### config.mk
export PLATFORM = sky130hd
export DESIGN_NAME = zdt_res_fifo
export DESIGN_NICKNAME = d
export VERILOG_FILES = /design/src/hw/rtl/zdt_pkg.sv /design/src/hw/rtl/zdt_res_fifo.sv
export VERILOG_INCLUDE_DIRS = /design/src /design/src/hw/rtl
export SDC_FILE = /design/constraint.sdc
export NUM_CORES = 1
export LEC_CHECK = 0
export BUFFER_PORTS_ARGS = -buffer_cell sky130_fd_sc_hd__buf_2
export CORE_MARGIN = 2
export CORE_UTILIZATION = 31
export CTS_BUF_LIST = sky130_fd_sc_hd__clkbuf_4
export DETAILED_ROUTE_END_ITERATION = 10
export PLACE_DENSITY = 0.45
export SLEW_MARGIN = 20
export SYNTH_ARGS = -nofsm -noshare
export SYNTH_HDL_FRONTEND = slang
export SYNTH_SLANG_ARGS = --single-unit
### constraint.sdc
create_clock -name i_clk -period 6.5 [get_ports i_clk]
set_clock_uncertainty 0.2 [all_clocks]
set_input_delay 0.65 -clock i_clk [delete_from_list [all_inputs] [get_ports i_clk]]
set_output_delay 0.65 -clock i_clk [all_outputs]
set_load 0.005 [all_outputs]
### src/hw/rtl/zbuffer_depth_test_core_macros.svh
// Assertion helpers for the depth test core.
// Each macro expects i_clk and i_rst_n in scope.
`ifndef ZBUFFER_DEPTH_TEST_CORE_MACROS_SVH
`define ZBUFFER_DEPTH_TEST_CORE_MACROS_SVH

`ifndef SYNTHESIS
`define ZDT_ASSERT_ALWAYS(lbl, prop, msg) \
    lbl: assert property (@(posedge i_clk) disable iff (!i_rst_n) (prop)) else $error(msg);
`define ZDT_ASSERT_IMPLY(lbl, ante, cons, msg) \
    lbl: assert property (@(posedge i_clk) disable iff (!i_rst_n) (ante) |-> (cons)) \
        else $error(msg);
`define ZDT_ASSERT_NEXT(lbl, ante, cons, msg) \
    lbl: assert property (@(posedge i_clk) disable iff (!i_rst_n) (ante) |=> (cons)) \
        else $error(msg);
`else
`define ZDT_ASSERT_ALWAYS(lbl, prop, msg)
`define ZDT_ASSERT_IMPLY(lbl, ante, cons, msg)
`define ZDT_ASSERT_NEXT(lbl, ante, cons, msg)
`endif

`endif

### src/hw/rtl/zdt_pkg.sv
`timescale 1ns / 1ps
package zdt_pkg;

    localparam int unsigned DEPTH_WORDS_DEF = 65536;

    localparam int DATA_W     = 32;
    localparam int BASE_W     = 16;
    localparam int PIX_W      = 10;
    localparam int STRIDE_W   = 16;
    localparam int ROW_OFF_W  = PIX_W + STRIDE_W;
    // base + y * stride + x never exceeds this width
    localparam int SUM_W      = ROW_OFF_W + 1;

    localparam int CFG_IDX_W  = 2;
    localparam int CFG_DATA_W = 16;

    localparam logic [CFG_IDX_W-1:0] CFG_DEPTH_MODE   = 2'd0;
    localparam logic [CFG_IDX_W-1:0] CFG_WRITE_ENABLE = 2'd1;
    localparam logic [CFG_IDX_W-1:0] CFG_IMAGE_STRIDE = 2'd2;

    localparam logic OP_TEST = 1'b0;
    localparam logic OP_LOAD = 1'b1;

    localparam logic [STRIDE_W-1:0] STRIDE_RESET = 16'd256;

    // result queue depth, power of two
    localparam int RES_FIFO_DEPTH = 8;

    typedef enum logic [1:0] {
        MODE_NEVER   = 2'd0,
        MODE_LESS    = 2'd1,
        MODE_GREATER = 2'd2,
        MODE_ALWAYS  = 2'd3
    } t_depth_mode;

    typedef struct packed {
        logic signed [DATA_W-1:0] mask_value;
        logic                     last_out;
    } t_result;

endpackage

### src/hw/rtl/zdt_res_fifo.sv
`timescale 1ns / 1ps
`include "zbuffer_depth_test_core_macros.svh"
module zdt_res_fifo (
    input  logic             i_clk,
    input  logic             i_rst_n,
    input  logic             i_push,
    input  zdt_pkg::t_result i_data,
    input  logic             i_pop,
    output logic             o_valid,
    output zdt_pkg::t_result o_data
);
    localparam int DEPTH = zdt_pkg::RES_FIFO_DEPTH;
    localparam int PTR_W = $clog2(DEPTH);
    localparam int CNT_W = PTR_W + 1;

    zdt_pkg::t_result r_mem [DEPTH];
    logic [PTR_W-1:0] r_wr_ptr;
    logic [PTR_W-1:0] r_rd_ptr;
    logic [CNT_W-1:0] r_count;
    logic             full;
    logic             pop_ok;

    assign full    = (r_count == CNT_W'(DEPTH));
    assign o_valid = (r_count != '0);
    assign o_data  = r_mem[r_rd_ptr];
    assign pop_ok  = i_pop && o_valid;

    always_ff @(posedge i_clk) begin
        if (i_push) begin
            r_mem[r_wr_ptr] <= i_data;
        end
    end

    always_ff @(posedge i_clk) begin
        if (!i_rst_n) begin
            r_wr_ptr <= '0;
            r_rd_ptr <= '0;
            r_count  <= '0;
        end else begin
            if (i_push) begin
                r_wr_ptr <= r_wr_ptr + PTR_W'(1);
            end
            if (pop_ok) begin
                r_rd_ptr <= r_rd_ptr + PTR_W'(1);
            end
            case ({i_push, pop_ok})
                2'b10:   r_count <= r_count + CNT_W'(1);
                2'b01:   r_count <= r_count - CNT_W'(1);
                default: r_count <= r_count;
            endcase
        end
    end

    `ZDT_ASSERT_IMPLY(a_no_overflow, i_push, !full || pop_ok, "result queue overflow")
    `ZDT_ASSERT_NEXT(a_pop_moves, pop_ok && !i_push, r_count == $past(r_count) - CNT_W'(1), "pop lost")

endmodule

==> flow_summary.yaml <==
global_routing:
  grt_use_total_pct: 12.80
  antenna_found_initial: 3
  grt_max_degree: 67
  grt-ovfl-total: 0
  first_global_vias: 5740
  grt_pass1_wl_um: 33840
worst_setup_path:
  cp-start-kind: "flop"
  crit_family: "flip-flops"
  slowest_stage: "dfxtp_4"
  worst_path_largest_cell_delay_ns: 0.92
  cp_num_buf_inv: 2
  path_max_fanout: 41
  worstSetupPathType: "flop to output pin"
  path_cells: "buf_4, mux4_1, mux2_2, buf_2"
  worstPathRequired_ns: 5.65
  endpoint_kind: "output pin"
  worstPathArrival_ns: 3.27
floorplan:
  start_util_pct: 31.55
  die_width_um: 188.7
  die_h_um: 188.7
  num_io_pins: 71
  std_cell_rows: 67
  die_area_um2: 35620
  coreArea_um2: 33530
detailed_routing:
  drt_iter0_markers: 314
  drc: 0
  post_drt_wl_per_cell_um: 19.89
  ant_nets: 0
  via_count: 5048
  wl_um: 22120
  viasPerCell: 4.540
  firstDrtPassIters: 5
cts:
  cts_root_buf: "clkbuf_4"
  htree_levels: 3
  cts.reportedPaths.clkPinSlew_ns: 0.06
  cts_resized: 0
  numCtsBuffers: 77
  cts.sinks: 277
  cts_max_path_buffers: 3
  insertion_delay_ns: 0.64
  tritoncts: "done"
logic_synthesis:
  seq_area_frac_synth_pct: 77.40
  syn-cell-area_um2: 10580
  yosys_warnings: 0
  syn_nets: 495
  synth_area_per_cell_um2: 23.35
  syn_inst: 453
  ys_types: 30
  synth_seq_cells: 277
timing:
  worst_slew_margin_rel_pct: 29.01
  worst_slew_pin_slew_ns: 1.065
  final.min_clock_period_ns: 4.117
  fmax_mhz: 242.9
  period_share_pct: 63.33
  rsz0062_at_grt: "no"
  hold_viol: 0
  drv_slew: 0
  finalSetupTns_ns: 0
  setup_viol: 0
layout:
  stdcell_count: 1112
  syn2layout_area_growth_pct: 19.50
  nets: 647
  layout-drive-gt1-share_pct: 47.43
placement:
  dpl.hpwl_um: 11930
  portBuffers: 70
  dp.cells: 963
  gp_congestion: 0.6477
power_and_ir_drop:
  clockPowerShare_pct: 35.9
  p_switching_w: 0.001066
  seqPwrFrac_pct: 49.1
  p_per_area_nw_per_um2: 344.1
  vdd_drop_max_v: 0.0002424
  power.leakage_nw: 4.135
  internal_power_w: 0.003285
  swShare_pct: 24.50
  p_comb_share_pct: 15.0
run_status:
  status: "finished, final reports clean"
worst_hold_path:
  hold_path.class: "input port to flop"
run:
  cap_violations: 0
stage by stage:
step / util (%) / cell area [µm²] / total power, W / hold slack (ns) / setup slack (ns)
3_3_place_gp: 34.37 / 11520 / 0.002826 / 0.2501 / 2.960
3_5_place_dp: 34.37 / 11520 / 0.002845 / 0.2631 / 2.926
4_1_cts: 37.69 / 12640 / 0.004440 / 0.001913 / 2.187
6_report: 37.70 / 12640 / 0.004351 / 0.07246 / 2.383
2_1_floorplan: - / 10580 / 0.002624 / 0.2420 / 2.818
5_1_grt: 37.69 / 12640 / 0.004605 / 0.02172 / 2.079
logic make-up after synthesis:
logic type | after synthesis | share of synthesized area, %
flops | 277 | 77.40
simple gates | 33 | 1.656
buf+inv | 22 | 1.206
xor+xnor | 7 | 0.5796
compound gates | 6 | 0.4021
fa+ha+maj | 5 | 0.5914
mux | 103 | 18.17
flip-flops by register name (all words and copies together) (netlist names), named ones only:
signal	flops
r_count	4
r_wr_ptr	3
r_rd_ptr	3
r_mem	264
cells in the mapped netlist:
cell type,count,share of area (%)
o41ai_1,1,0.083
nor4b_1,1,0.083
xor2_1,3,0.25
mux2i_1,3,0.28
buf_2,6,0.28
mux4_1,6,1.5
buf_6,5,0.53
a21oi_1,1,0.047
or3_1,1,0.059
a41oi_1,1,0.083
ha_1,5,0.59
inv_1,2,0.071
buf_1,1,0.035
mux2_2,34,3.6
o21ai_0,1,0.047
edfxtp_1,264,75
clkbuf_1,8,0.28
nand3_1,2,0.095
nand2_1,7,0.25
and2_1,6,0.35
a21boi_0,1,0.071
nor2_1,6,0.21
nor2b_1,2,0.12
nor3_1,3,0.14
nand2b_1,4,0.24
xnor2_1,4,0.33
or4_4,1,0.11
mux4_2,60,13
a21boi_1,1,0.071
dfxtp_1,13,2.5
path summary, 6_finish.rpt:
path / startpoint / endpoint / cells after the start / slack, ns
hold reg to reg: r_rd_ptr[1] / flop / 2 / 0.23
hold / removal: i_data[28] / r_mem[7][28] / 1 / 0.07
setup reg to reg: r_count[1] / r_count[2] / 10 / 3.76
setup / recovery: flop / o_data[1] / 4 / 2.38
cells in the final DEF, fill, tap and decap left out, drive strengths merged:
cell type      n
o21ai          1
diode          2
nand3          2
nor4b          1
a41oi          1
xor2           3
inv            3
clkinvlp       3
and2           6
or4            1
dlygate4sd3   11
o41ai          1
mux4          66
buf           82
a21oi          1
nor2b          2
clkinv        13
nand2          7
ha             5
dfxtp         13
nand2b         4
xnor2          4
edfxtp       264
a21boi         2
mux2i          3
nor2           6
mux2          34
or3            1
nor3           3
bufinv         1
clkbuf       118
power by group through the flow:
| stage | registers, W | logic, W | clock network (W) |
|---|---|---|---|
| global route | 0.00216 | 0.000716 | 0.00173 |
| CTS | 0.00215 | 0.000670 | 0.00162 |
| floorplan | 0.00208 | 0.000545 | 0 |
| detailed placement | 0.00218 | 0.000662 | 0 |
| global placement | 0.00218 | 0.000647 | 0 |
| finish | 0.00214 | 0.000652 | 0.00156 |
timing repair:
item	4_1_cts	5_1_grt
endpoints found under the hold margin	35	0
setup buffers	0	0
hold buffers	11	0
cell type report:
class,count,area (µm²)
clock inverter,18,117.6
timing repair buffer,93,550.5
fill,3135,20890
tap,448,560.5
antenna,2,5.005
multi-input combinational,154,2318
inverter,2,7.507
clock buffer,118,885.9
sequential,277,8197
metal layers:
metal	GRT usage [%]	part of all wire [%]
met5	0	0.059
met4	4.688	1.6
met3	4.079	5.7
met2	20.50	49
met1	16.36	44
No activity file was read; power rests on OpenSTA's default activity.
